==> src/fld_pkg.sv <==
// Shared types and constants for the fixed-length frame deframer.
// No dependencies; imported by the parser, the payload buffer and the checker.
package fld_pkg;

    localparam int BYTE_W    = 8;
    localparam int POS_W     = 6;
    localparam int LEN_W     = 7;
    localparam int CFG_IDX_W = 3;

    // Configuration register indexes
    localparam logic [CFG_IDX_W-1:0] CFG_PAYLOAD_LENGTH = 3'd0;
    localparam logic [CFG_IDX_W-1:0] CFG_HEAD_FIRST     = 3'd1;
    localparam logic [CFG_IDX_W-1:0] CFG_HEAD_SECOND    = 3'd2;
    localparam logic [CFG_IDX_W-1:0] CFG_HEAD_SECOND_ON = 3'd3;
    localparam logic [CFG_IDX_W-1:0] CFG_TAIL_FIRST     = 3'd4;
    localparam logic [CFG_IDX_W-1:0] CFG_TAIL_SECOND    = 3'd5;
    localparam logic [CFG_IDX_W-1:0] CFG_TAIL_SECOND_ON = 3'd6;

    // Register reset values
    localparam logic [LEN_W-1:0]  RST_PAYLOAD_LENGTH = 7'd16;
    localparam logic [BYTE_W-1:0] RST_HEAD_FIRST     = 8'h0D;
    localparam logic [BYTE_W-1:0] RST_HEAD_SECOND    = 8'h0A;
    localparam logic              RST_HEAD_SECOND_ON = 1'b1;
    localparam logic [BYTE_W-1:0] RST_TAIL_FIRST     = 8'h0A;
    localparam logic [BYTE_W-1:0] RST_TAIL_SECOND    = 8'h0D;
    localparam logic              RST_TAIL_SECOND_ON = 1'b1;

    // Parser phase
    typedef enum logic [2:0] {
        PH_HUNT    = 3'd0,
        PH_HEAD2   = 3'd1,
        PH_PAYLOAD = 3'd2,
        PH_TAIL1   = 3'd3,
        PH_TAIL2   = 3'd4
    } t_phase;

endpackage

==> src/fld_burst.sv <==
// Payload buffer and burst readout for the frame deframer.
// Depends on fld_pkg; holds the payload memory, the read sequencer and the output register.
module fld_burst
    import fld_pkg::*;
#(
    parameter int MAX_PAYLOAD = 64,
    parameter int AW          = 6,
    parameter int IW          = 7
) (
    input  logic              i_clk,
    input  logic              i_rst_n,
    input  logic              i_wr_en,
    input  logic [AW-1:0]     i_wr_addr,
    input  logic [BYTE_W-1:0] i_wr_data,
    input  logic              i_start,
    input  logic [IW-1:0]     i_count,
    output logic              o_busy,
    output logic              o_valid,
    input  logic              i_stall,
    output logic [BYTE_W-1:0] o_payload_byte,
    output logic [POS_W-1:0]  o_payload_pos,
    output logic              o_last_of_frame
);

    logic [BYTE_W-1:0] r_mem [MAX_PAYLOAD];
    logic [BYTE_W-1:0] r_rd_data;

    logic              r_busy;
    logic [IW-1:0]     r_k;
    logic [IW-1:0]     r_n;
    logic              r_pend;
    logic [POS_W-1:0]  r_pend_pos;
    logic              r_pend_last;
    logic              r_out_valid;
    logic [BYTE_W-1:0] r_out_byte;
    logic [POS_W-1:0]  r_out_pos;
    logic              r_out_last;

    logic              rd_issue;
    logic [IW-1:0]     n_k;

    // Issue a read only when the output register is free by the time data returns
    assign rd_issue = r_busy && !r_pend && (!r_out_valid || !i_stall);
    assign n_k      = r_k + 1'b1;

    // Payload memory: one write port from the parser, one registered read port
    always_ff @(posedge i_clk) begin
        if (i_wr_en) begin
            r_mem[i_wr_addr] <= i_wr_data;
        end
        if (rd_issue) begin
            r_rd_data <= r_mem[r_k[AW-1:0]];
        end
    end

    // Advance the read sequencer
    always_ff @(posedge i_clk) begin
        if (!i_rst_n) begin
            r_busy <= 1'b0;
            r_pend <= 1'b0;
        end else begin
            r_pend <= rd_issue;
            if (i_start) begin
                r_busy <= (i_count != '0);
            end else if (rd_issue && (n_k == r_n)) begin
                r_busy <= 1'b0;
            end
        end
    end

    // Sequencer payload: word position and end-of-frame mark travel with the read
    always_ff @(posedge i_clk) begin
        if (i_start) begin
            r_k <= '0;
            r_n <= i_count;
        end else if (rd_issue) begin
            r_k <= n_k;
        end
        if (rd_issue) begin
            r_pend_pos  <= POS_W'(r_k);
            r_pend_last <= (n_k == r_n);
        end
    end

    // Output register: load the returned word, hold it while stalled
    always_ff @(posedge i_clk) begin
        if (!i_rst_n) begin
            r_out_valid <= 1'b0;
        end else if (r_pend) begin
            r_out_valid <= 1'b1;
        end else if (!i_stall) begin
            r_out_valid <= 1'b0;
        end
    end

    always_ff @(posedge i_clk) begin
        if (r_pend) begin
            r_out_byte <= r_rd_data;
            r_out_pos  <= r_pend_pos;
            r_out_last <= r_pend_last;
        end
    end

    assign o_busy          = r_busy;
    assign o_valid         = r_out_valid;
    assign o_payload_byte  = r_out_byte;
    assign o_payload_pos   = r_out_pos;
    assign o_last_of_frame = r_out_last;

endmodule

==> src/fixed_length_frame_deframer.sv <==
// Fixed-length frame deframer: one received byte per input word. The parser
// takes a byte every cycle unless a burst stalls the input, while hunting for
// the header, storing the payload and checking the trailer. Payload bytes go
// straight into a registered-read memory of MAX_PAYLOAD entries. When the
// trailer matches, the input is stalled and the stored payload is read back
// as a burst of output words: per byte a memory read, then an output register
// load; a read waits out a pending load or i_stall. A frame's last burst word
// still waiting in the output register does not hold up the next input byte.
// The memory needs no clearing after reset: a burst only reads entries
// written in the same frame. Configuration is to be written while the block
// is idle; the block does not enforce it. Depends on fld_pkg and fld_burst.
module fixed_length_frame_deframer
    import fld_pkg::*;
#(
    parameter int MAX_PAYLOAD = 64
) (
    input  logic                 i_clk,
    input  logic                 i_rst_n,
    // configuration write port
    input  logic                 i_cfg_we,
    input  logic [CFG_IDX_W-1:0] i_cfg_idx,
    input  logic [BYTE_W-1:0]    i_cfg_data,
    // received bytes
    input  logic                 i_valid,
    output logic                 o_stall,
    input  logic [BYTE_W-1:0]    i_rx_byte,
    // payload words
    output logic                 o_valid,
    input  logic                 i_stall,
    output logic [BYTE_W-1:0]    o_payload_byte,
    output logic [POS_W-1:0]     o_payload_pos,
    output logic                 o_last_of_frame
);

    localparam int AW = (MAX_PAYLOAD > 1) ? $clog2(MAX_PAYLOAD) : 1;
    localparam int IW = $clog2(MAX_PAYLOAD + 1);
    localparam int CW = (IW > LEN_W) ? IW : LEN_W;

    logic [LEN_W-1:0]  r_payload_length;
    logic [BYTE_W-1:0] r_head_first;
    logic [BYTE_W-1:0] r_head_second;
    logic              r_head_second_on;
    logic [BYTE_W-1:0] r_tail_first;
    logic [BYTE_W-1:0] r_tail_second;
    logic              r_tail_second_on;

    t_phase            r_phase;
    t_phase            n_phase;
    logic [IW-1:0]     r_idx;
    logic [IW-1:0]     n_idx;

    logic              accept;
    logic              busy;
    logic              wr_en;
    logic              start;
    logic              payload_done;

    assign accept = i_valid && !o_stall;
    assign o_stall = busy;

    // Configuration registers
    always_ff @(posedge i_clk) begin
        if (!i_rst_n) begin
            r_payload_length <= RST_PAYLOAD_LENGTH;
            r_head_first     <= RST_HEAD_FIRST;
            r_head_second    <= RST_HEAD_SECOND;
            r_head_second_on <= RST_HEAD_SECOND_ON;
            r_tail_first     <= RST_TAIL_FIRST;
            r_tail_second    <= RST_TAIL_SECOND;
            r_tail_second_on <= RST_TAIL_SECOND_ON;
        end else if (i_cfg_we) begin
            unique case (i_cfg_idx)
                CFG_PAYLOAD_LENGTH: r_payload_length <= i_cfg_data[LEN_W-1:0];
                CFG_HEAD_FIRST:     r_head_first     <= i_cfg_data;
                CFG_HEAD_SECOND:    r_head_second    <= i_cfg_data;
                CFG_HEAD_SECOND_ON: r_head_second_on <= i_cfg_data[0];
                CFG_TAIL_FIRST:     r_tail_first     <= i_cfg_data;
                CFG_TAIL_SECOND:    r_tail_second    <= i_cfg_data;
                CFG_TAIL_SECOND_ON: r_tail_second_on <= i_cfg_data[0];
                default: ;
            endcase
        end
    end

    // Payload ends at the configured length or at the buffer size. The count
    // is at least one after a store, so a zero length acts as one, and the
    // buffer-size test covers lengths above it.
    assign payload_done = (CW'(n_idx) >= CW'(r_payload_length)) ||
                          (n_idx >= IW'(MAX_PAYLOAD));

    // Next phase
    always_comb begin
        n_phase = r_phase;
        if (accept) begin
            unique case (r_phase)
                PH_HUNT: begin
                    if (i_rx_byte == r_head_first) begin
                        n_phase = r_head_second_on ? PH_HEAD2 : PH_PAYLOAD;
                    end
                end
                PH_HEAD2: begin
                    if (i_rx_byte == r_head_second) begin
                        n_phase = PH_PAYLOAD;
                    end else if (i_rx_byte != r_head_first) begin
                        n_phase = PH_HUNT;
                    end
                end
                PH_PAYLOAD: begin
                    if (payload_done) begin
                        n_phase = PH_TAIL1;
                    end
                end
                PH_TAIL1: begin
                    if (i_rx_byte == r_tail_first && r_tail_second_on) begin
                        n_phase = PH_TAIL2;
                    end else begin
                        n_phase = PH_HUNT;
                    end
                end
                PH_TAIL2: n_phase = PH_HUNT;
                default:  n_phase = PH_HUNT;
            endcase
        end
    end

    // Store, count and burst start
    always_comb begin
        wr_en = 1'b0;
        start = 1'b0;
        n_idx = r_idx;
        if (accept) begin
            unique case (r_phase)
                PH_HUNT: n_idx = '0;
                PH_PAYLOAD: begin
                    if (r_idx < IW'(MAX_PAYLOAD)) begin
                        wr_en = 1'b1;
                        n_idx = r_idx + 1'b1;
                    end
                end
                PH_TAIL1: start = (i_rx_byte == r_tail_first) && !r_tail_second_on;
                PH_TAIL2: start = (i_rx_byte == r_tail_second);
                default: ;
            endcase
        end
    end

    always_ff @(posedge i_clk) begin
        if (!i_rst_n) begin
            r_phase <= PH_HUNT;
            r_idx   <= '0;
        end else begin
            r_phase <= n_phase;
            r_idx   <= n_idx;
        end
    end

    // Payload buffer and burst output
    fld_burst #(
        .MAX_PAYLOAD (MAX_PAYLOAD),
        .AW          (AW),
        .IW          (IW)
    ) u_burst (
        .i_clk           (i_clk),
        .i_rst_n         (i_rst_n),
        .i_wr_en         (wr_en),
        .i_wr_addr       (r_idx[AW-1:0]),
        .i_wr_data       (i_rx_byte),
        .i_start         (start),
        .i_count         (r_idx),
        .o_busy          (busy),
        .o_valid         (o_valid),
        .i_stall         (i_stall),
        .o_payload_byte  (o_payload_byte),
        .o_payload_pos   (o_payload_pos),
        .o_last_of_frame (o_last_of_frame)
    );

endmodule

==> config.mk <==
export PLATFORM = sky130hd
export DESIGN_NAME = fixed_length_frame_deframer
export DESIGN_NICKNAME = d
export VERILOG_FILES = /design/src/fld_pkg.sv /design/src/fld_burst.sv /design/src/fixed_length_frame_deframer.sv
export SDC_FILE = /design/constraint.sdc
export NUM_CORES = 1
export LEC_CHECK = 0
export ABC_AREA = 0
export ABC_CLOCK_PERIOD_IN_PS = 8200
export BUFFER_PORTS_ARGS = -buffer_cell sky130_fd_sc_hd__buf_2
export CORE_ASPECT_RATIO = 1.1
export CORE_MARGIN = 1.5
export CORE_UTILIZATION = 65
export CTS_CLUSTER_SIZE = 24
export DETAILED_ROUTE_END_ITERATION = 8
export HOLD_SLACK_MARGIN = 0.03
export PLACE_DENSITY = 0.81
export SETUP_SLACK_MARGIN = 0.05
export SLEW_MARGIN = 10
export SYNTH_ARGS = -nofsm -noshare
export SYNTH_HDL_FRONTEND = slang
export SYNTH_SLANG_ARGS = --single-unit
==> constraint.sdc <==
create_clock -name i_clk -period 8.2 [get_ports i_clk]
set_clock_uncertainty 0.1 [all_clocks]
set_input_delay 0.41 -clock i_clk [delete_from_list [all_inputs] [get_ports i_clk]]
set_output_delay 0.41 -clock i_clk [all_outputs]
set_load 0.1 [all_outputs]
# Yosys cells after proc, flatten, opt, wreduce, memory -nomap -nowiden
# Memories as Yosys holds them, arrays and structs flattened. A register that Yosys moved wholly into a read port is not among the register bits.
# Index checks and enable logic that the tools add are counted.
# totals
n_memories	1
wordCells	91
ramBits	512
out_inout_bits	17
regBits	90
latch_bits	0
mem_bits_ro	0
# mem_list
memory	depth	width	rd	rd_clocked_by_memory_dff	write_ports	line	rtl
u_burst.r_mem	64	8	1	1	1	fld_burst.sv:25	logic [BYTE_W-1:0] r_mem [MAX_PAYLOAD];
# classes
n_reduce_logical	25
n_mux	21
shifts	0
order_cmp	3
n_addsub	2
div_mod_pow	0
n_bitwise	0
eq_ne	20
multipliers	0
# op_table
operator	count
$eq 8x8->1	4
$mux 3	5
$add 7x1->7 const B	2
$mux 7	2
$pmux 7 s2	1
$reduce_and 2->1	7
$eq 3x2->1 const B	4
$eq 3x3->1 const B	4
$pmux 3 s4	1
$mux 1	10
$ne 8x8->1	1
$eq 7x7->1	1
$ge 7x7->1	1
$ge 7x7->1 const B	1
$lt 7x7->1 const B	1
$reduce_bool 7->1	1
$eq 3x1->1 const B	2
$logic_and 1x1->1	6
$logic_not 3->1	2
$logic_not 1->1	5
$ne 2x2->1 const B	2
$reduce_and 4->1	1
$ne 3x3->1 const B	1
$logic_or 1x1->1	2
other kinds (4)	4

# Longest topological paths before layout
# Gate-level depths: netlist of run 1.
# logic_depth
depth_word	8
depth_mapped	12

# Cells and area by module
# A second synthesis of run 1 with hierarchy kept.
# hier_totals
cells_unflattened	1360
hier_area_um2	24295.8
# by_module_without_submodules
module	area_each_um2	n_inst	cells_per_inst
fld_burst	21619.5	1	1031
fixed_length_frame_deframer	2676.3	1	329

# Worst setup path before layout of run 1
# OpenSTA, ideal clock, no wires.
# synth_timing
kind	register to register
startpoint	register u_burst.r_busy (netlist: u_burst.o_busy)
endpoint	register r_phase[0]
slack_ns	4.728
required_ns	8.028
arrival_ns	3.300
stages_incl_launch_ff	13
period_less_slack_ns	3.472
path_cell_list	dfxtp_1 -> or4b_1 -> clkbuf_1 -> nor3_1 -> a21oi_1 -> a2bb2oi_1 -> ha_1 -> nand2b_1 -> a211oi_1 -> nor3_1 -> o311a_1 -> nand3_1 -> mux2i_1
# synth_between
elab_chain_len	7
word_cells_on_any_way	8
cone_classes	2 x order compare; 1 x eq/ne; 1 x mux; 4 x reduce/logical
# synth_rtl
item	line	rtl
from (decl)	fld_burst.sv:28	logic r_busy;
from (signal assigned)	fld_burst.sv:64	r_busy <= (i_count != '0);
$logic_not 1->1 *	fixed_length_frame_deframer.sv:58	assign accept = i_valid && !o_stall;
$logic_and 1x1->1 *	fixed_length_frame_deframer.sv:58	
$mux 7	fixed_length_frame_deframer.sv:131	if (accept) begin
$ge 7x7->1 (on tied branches)	fixed_length_frame_deframer.sv:88, fixed_length_frame_deframer.sv:89	
$logic_or 1x1->1	fixed_length_frame_deframer.sv:88	assign payload_done = (CW'(n_idx) >= CW'(r_payload_length)) ||
$ne 2x2->1 (no source line)	n/a	
$reduce_and 4->1 (no source line) *	n/a	
to (signal assigned)	fixed_length_frame_deframer.sv:152	r_phase <= n_phase;
to (decl)	fixed_length_frame_deframer.sv:47	t_phase r_phase;
# Every way passes the cells marked *; elsewhere a longest branch is shown, timed or not.
# A chain may end at the register's enable or synchronous reset.

==> flow_metrics.env, run 1 <==
export IMPL_status="completed"
export IMPL_yosysSeqAreaShare_pct=73.4
export IMPL_clk_pin_slew_ps=70
export IMPL_period_needed_ps=3860
export IMPL_antenna_left=0
export IMPL_finalCritPeriodShare_pct=47.1
export IMPL_worstMarginPinSlew_ps=1160
export IMPL_synth_nets=1320
export IMPL_finalHoldViolations=0
export IMPL_slowest_delay_ps=710
export IMPL_antenna_found_initial=3
export IMPL_slew_headroom_pct=22.6
export IMPL_clock_path_buffers=3
export IMPL_fmax_mhz=259
export IMPL_fin_nets=1371
export IMPL_placed_area_sq_um=24800
export IMPL_worstPathRequired_ps=8390
export IMPL_drt_pass1_iter_count=5
export IMPL_fin_area_sq_um=26600
export IMPL_synth_ff_type="edfxtp_1"
export IMPL_hold_path_class="in -> reg"
export IMPL_fin_ws_ps=4340
export IMPL_ctsResizeCount=0
export IMPL_port_buffer_count=40
export IMPL_finalSetupViolations=0
export IMPL_p_total_w=0.00610
export IMPL_grt_util_all_layers_pct=29.5
export IMPL_worstSetupPathType="reg -> reg"
export IMPL_cts_sinks=610
export IMPL_synth_warnings=0
export IMPL_drv_slew=0
export IMPL_vias_per_cell=6.75
export IMPL_rsz0062_at_grt="no"
export IMPL_htreeDepth=2
export IMPL_crit_path_end_kind="flip-flop"
export IMPL_dp_hpwl_um=29900
export IMPL_drtIter0Drc=1706
export IMPL_grt_pass1_vias=12600
export IMPL_synth_seq_cells=610
export IMPL_dp_slack_ps=4350
export IMPL_netlist_area_leader_share_pct=68.3
export IMPL_antenna_cells=0
export IMPL_final_util_pct=73.2
export IMPL_areaGrowthSynthToFinish_pct=10.3
export IMPL_grt_overflow_total=0
export IMPL_start_util_pct=66.4
export IMPL_die_w_um=187
export IMPL_ir_drop_mv=0.231
export IMPL_core_area_sq_um=36400
export IMPL_numCtsBuffers=55
export IMPL_rows=73
export IMPL_crit_fanout=49
export IMPL_synth_top_area_cell="edfxtp_1"
export IMPL_place_gp_congestion=0.827
export IMPL_synth_edf_count=549
export IMPL_synth_distinct_cells=49
export IMPL_cap_violations=0
export IMPL_arrival_ps=4050
export IMPL_start_kind="flip-flop"
export IMPL_grt_first_pass_wirelength_um=81000
export IMPL_synthesis_area_sq_um=24100
export IMPL_cts_tree="yes"
export IMPL_grt_max_degree=89
export IMPL_drc_errors=0
export IMPL_vias=12600
export IMPL_slowest_stage="dfxtp_4"
export IMPL_die_h_um=205
export IMPL_power_density_nw_per_um2=229
export IMPL_yosys_top_cells_area="edfxtp_1 68%, mux4_2 15%, dfxtp_1 5.1%"
export IMPL_die_area_sq_um=38300
export IMPL_cts_root_buf="clkbuf_16"
export IMPL_wl_um=54800
export IMPL_cp_cell_sequence="buf_4, buf_4, mux4_2, mux4_2, nor2b_1, a211oi_1, a31oi_1"
export IMPL_wire_per_inst_um=29.3
export IMPL_pin_count=41
export IMPL_syn_inst=1286
export IMPL_synth_area_per_cell_sq_um=18.8
export IMPL_final_layout_size_suffix_gt1_share_pct=21.9
export IMPL_clock_latency_ps=590
export IMPL_p_leak_nw=8.26
export IMPL_setup_tns_ps=0
export IMPL_async_flop_share_pct=0
-- logic make-up (layout without fill, tap and decap cells) --
group	after synthesis	count (layout)	share of synthesized area (%)
flops	610	610	73.4
simple gates	296	296	5.41
mux	173	173	15.5
compound gates	76	76	2.17
buf+inv	75	171	1.37
xor+xnor	46	46	1.67
fa+ha+maj	10	10	0.518
-- stage by stage --
stage               hold WS (ps)  cells
detailed placement           308   1766
CTS                         36.4   1869
finish                      53.6   1869
floorplan                    300   1286
global route                48.6   1869
global placement             303   1766
-- layout make-up --
cell class,instances,area [sq um]
clock buffers,75,1510
clock inverters,27,308
fillers,2086,9730
inverters,14,52.6
multi-input cells,601,6100
flip-flops and latches,610,17700
well taps,487,609
repair buffers,55,328
-- flip-flops by register name, summed over array words and instances, names as in the netlist, 8 cells and up --
signal,flops
u_burst.r_mem,512
u_burst.o_payload_byte,8
r_tail_first,8
u_burst.r_rd_data,8
r_head_second,8
r_head_first,8
r_tail_second,8
-- cells in the final DEF (no fill, tap or decap), types with 22 or more instances in the layout --
cell type,count
clkbuf_16,57
nand3_1,22
edfxtp_1,549
nor2_1,90
xor2_1,31
buf_2,40
a21boi_0,29
nand2_1,118
dfxtp_1,58
mux4_2,160
-- worst max-delay path, delay by kind of cell, from the launching register on --
kind	cells	cell delay, ps
buf+inv	2	1320
mux	2	870
flops	1	710
compound gates	2	350
simple gates	1	150
-- repair_timing --
| item | CTS | global route |
|---|---|---|
| endpoints found under the setup margin | 0 | 0 |
| hold buffers | 1 | 0 |
| setup buffers | 0 | 0 |
| hold endpoints to repair | 2 | 0 |
-- synthesized netlist by cell type, types with 11 or more instances --
cell	count
edfxtp_1	549
mux4_2	160
nand2_1	118
nor2_1	90
dfxtp_1	61
xor2_1	31
a21boi_0	29
clkbuf_1	29
nand3_1	22
xnor2_1	15
buf_1	14
nor3_1	14
inv_1	13
buf_2	12
nor2b_1	11
-- layer usage --
layer	share of wire (%)	global-route usage, %	vias up
li1	-	-	5205
met1	37	40.0	6460
met2	50	48.7	828
met3	9.9	5.74	127
met4	3.4	10.5	4
met5	0.049	0	-
-- final timing paths --
check	to	start	slack (ps)	depth (start not counted)
max	u_burst.r_rd_data[6]$_DFFE_PP_	u_burst.r_k[1]$_SDFFE_PP0P_	4340	7
min	r_payload_length[1]$_SDFFE_PN0P_	i_cfg_data[1]	50	3
max reg2reg	u_burst.r_rd_data[6]$_DFFE_PP_	u_burst.r_k[1]$_SDFFE_PP0P_	4340	7
min reg2reg	u_burst.o_payload_byte[1]$_DFFE_PP_	u_burst.r_rd_data[1]$_DFFE_PP_	320	0
-- power by group --
group / internal, W / switching [W] / total [W]
registers: 0.00338 / 0.00000333 / 0.00339
clock network: 0.00151 / 0.00111 / 0.00262
logic: 0.0000210 / 0.0000722 / 0.0000933
Note: power is estimated with default switching activity, not from simulation.
==> inputs of run 2 (changes only) <==
--- a/config.mk
+++ b/config.mk
@@ -6,15 +6,15 @@
 export NUM_CORES = 1
 export LEC_CHECK = 0
 export ABC_AREA = 0
-export ABC_CLOCK_PERIOD_IN_PS = 8200
+export ABC_CLOCK_PERIOD_IN_PS = 3380
 export BUFFER_PORTS_ARGS = -buffer_cell sky130_fd_sc_hd__buf_2
 export CORE_ASPECT_RATIO = 1.1
 export CORE_MARGIN = 1.5
-export CORE_UTILIZATION = 65
+export CORE_UTILIZATION = 56
 export CTS_CLUSTER_SIZE = 24
 export DETAILED_ROUTE_END_ITERATION = 8
 export HOLD_SLACK_MARGIN = 0.03
-export PLACE_DENSITY = 0.81
+export PLACE_DENSITY = 0.74
 export SETUP_SLACK_MARGIN = 0.05
 export SLEW_MARGIN = 10
 export SYNTH_ARGS = -nofsm -noshare
==> constraint.sdc (replaced) <==
create_clock -name i_clk -period 3.38 [get_ports i_clk]
set_clock_uncertainty 0.1 [all_clocks]
set_input_delay 0.169 -clock i_clk [delete_from_list [all_inputs] [get_ports i_clk]]
set_output_delay 0.169 -clock i_clk [all_outputs]
set_load 0.1 [all_outputs]
==> flow_metrics.env, run 2 (same netlist as run 1, synthesis figures left out) <==
export IMPL_p_comb_share_pct=1.7
export IMPL_start_kind="flip-flop"
export IMPL_power_density_nw_per_um2=526
export IMPL_place_gp_congestion=0.854
export IMPL_slowest_stage="or4b_4"
export IMPL_drv_slew=0
export IMPL_slowest_delay_ps=580
export IMPL_grt_first_pass_wirelength_um=76800
export IMPL_p_int_w=0.0117
export IMPL_pwr_share_clk_pct=41.5
export IMPL_die_area_sq_um=44400
export IMPL_rows=79
export IMPL_vias=12300
export IMPL_start_util_pct=56.9
export IMPL_drtIter0Drc=1267
export IMPL_power_frac_seq_pct=56.8
export IMPL_wl_um=50400
export IMPL_final_common_cell="edfxtp_1"
export IMPL_cp_cell_sequence="or4b_4, or4_1, a21oi_1, a21o_1, ha_1, o21ai_1, o2111ai_1, o311a_1, nand3_2, mux2i_1"
export IMPL_die_h_um=221
export IMPL_drt_pass1_iter_count=5
export IMPL_port_buffer_count=40
export IMPL_largest_register_ffs=512
export IMPL_finalSetupViolations=0
export IMPL_worstMarginPinSlew_ps=1050
export IMPL_arrival_ps=3530
export IMPL_finalCritPeriodShare_pct=92.8
export IMPL_final_util_pct=64.9
export IMPL_areaGrowthSynthToFinish_pct=14.0
export IMPL_slew_headroom_pct=30.3
export IMPL_final_cell_mix="549 x edfxtp_1, 160 x mux4_2, 118 x nand2_1, 94 x buf_4, 90 x nor2_1"
export IMPL_vias_per_cell=6.02
export IMPL_worst_path_buf_inv=0
export IMPL_worstSetupPathType="reg -> reg"
export IMPL_worstPathRequired_ps=3780
export IMPL_sw_frac_of_total_pct=19.0
export IMPL_crit_fanout=7
export IMPL_core_area_sq_um=42400
export IMPL_critPathTopFamily="simple AND/OR/NAND/NOR gates"
export IMPL_finalHoldViolations=0
export IMPL_grt_pass1_vias=12500
export IMPL_ir_drop_mv=0.344
export IMPL_clk_pin_slew_ps=60
export IMPL_cts_sinks=610
export IMPL_final_layout_size_suffix_gt1_share_pct=26.2
export IMPL_cap_violations=0
export IMPL_cts_root_buf="clkbuf_16"
export IMPL_cts_tree="yes"
export IMPL_die_w_um=201
export IMPL_fill_cells=2819
export IMPL_fmax_mhz=319
export IMPL_status="completed"
export IMPL_antenna_found_initial=2
export IMPL_clock_latency_ps=590
export IMPL_clock_path_buffers=3
export IMPL_htreeDepth=2
export IMPL_grt_overflow_total=0
export IMPL_antenna_cells=0
export IMPL_wire_per_inst_um=24.6
export IMPL_dp_hpwl_um=31700
export IMPL_crit_path_end_kind="flip-flop"
export IMPL_numCtsBuffers=55
export IMPL_rsz0062_at_grt="no"
export IMPL_p_leak_nw=8.77
export IMPL_post_cts_buffers=0
export IMPL_setup_tns_ps=0
export IMPL_fin_hold_ws_ps=56.5
export IMPL_antenna_left=0
export IMPL_p_switching_w=0.00275
export IMPL_pin_count=41
export IMPL_drc_errors=0
export IMPL_regMostFlops="u_burst.r_mem"
export IMPL_fin_nets=1472
export IMPL_hold_path_class="in -> reg"
export IMPL_period_needed_ps=3140
export IMPL_grt_max_degree=65
export IMPL_grt_util_all_layers_pct=23.5
[run 2: worst paths after layout]
path,from,end,slack [ps],cells after the start
worst min-delay path,i_rst_n,r_tail_second_on$_SDFFE_PN1P_,60,2
worst max-delay path,r_phase[2]$_SDFFE_PN0P_,r_phase[2]$_SDFFE_PN0P_,240,10
worst min register to register,u_burst.r_pend_pos[1]$_DFFE_PP_,u_burst.o_payload_pos[1]$_DFFE_PP_,320,0
worst max register to register,r_phase[2]$_SDFFE_PN0P_,r_phase[2]$_SDFFE_PN0P_,240,10
[run 2: layout make-up]
class	count	area [sq um]	share of cell area [%]
Timing Repair Buffer	156	1180	4.28
Tap cell	567	709	2.58
Clock buffer	68	1470	5.34
Clock inverter	32	274	0.996
Inverter	14	52.6	0.191
Sequential cell	610	17700	64.4
Multi-Input combinational cell	601	6100	22.2
[run 2: power groups by stage]
stage / logic, W / registers, W / clock network (W)
floorplan: 0.0000682 / 0.00838 / 0
global placement: 0.000219 / 0.00838 / 0
detailed placement: 0.000230 / 0.00838 / 0
CTS: 0.000245 / 0.00822 / 0.00610
global route: 0.000267 / 0.00821 / 0.00639
finish: 0.000246 / 0.00822 / 0.00601
[run 2: timing repair]
action                                 in CTS  in global routing
endpoints found under the hold margin      66                  0
gates resized for setup                     0                  3
hold buffers                               17                  0
setup endpoints to repair                   0                  3
[run 2: worst register-to-register path: stages (launching register included)]
cell and delay [ps]:
dfxtp_1 370, or4b_4 580, or4_1 530, a21oi_1 160, a21o_1 130, ha_1 240, o21ai_1 140, o2111ai_1 110
o311a_1 360, nand3_2 120, mux2i_1 210
[run 2: stage by stage]
stage / std cells / worst slack (ps) / power [W] / instance area, sq um
2_1_floorplan: 1286 / 143 / 0.00845 / 24100
4_1_cts: 2048 / 114 / 0.0146 / 27500
3_3_place_gp: 1931 / 251 / 0.00860 / 25600
6_report: 2048 / 244 / 0.0145 / 27500
3_5_place_dp: 1931 / 124 / 0.00861 / 25600
5_1_grt: 2048 / 86.2 / 0.0149 / 27500
[run 2: metal layers]
layer	wire, um	vias up	part of all wire, %	track usage (%)
met5	0	-	0	0
met4	1520	0	3.0	8.12
met3	3390	93	6.7	3.09
met2	24100	478	48	37.8
met1	21300	6345	42	33.7
li1	-	5408	-	-
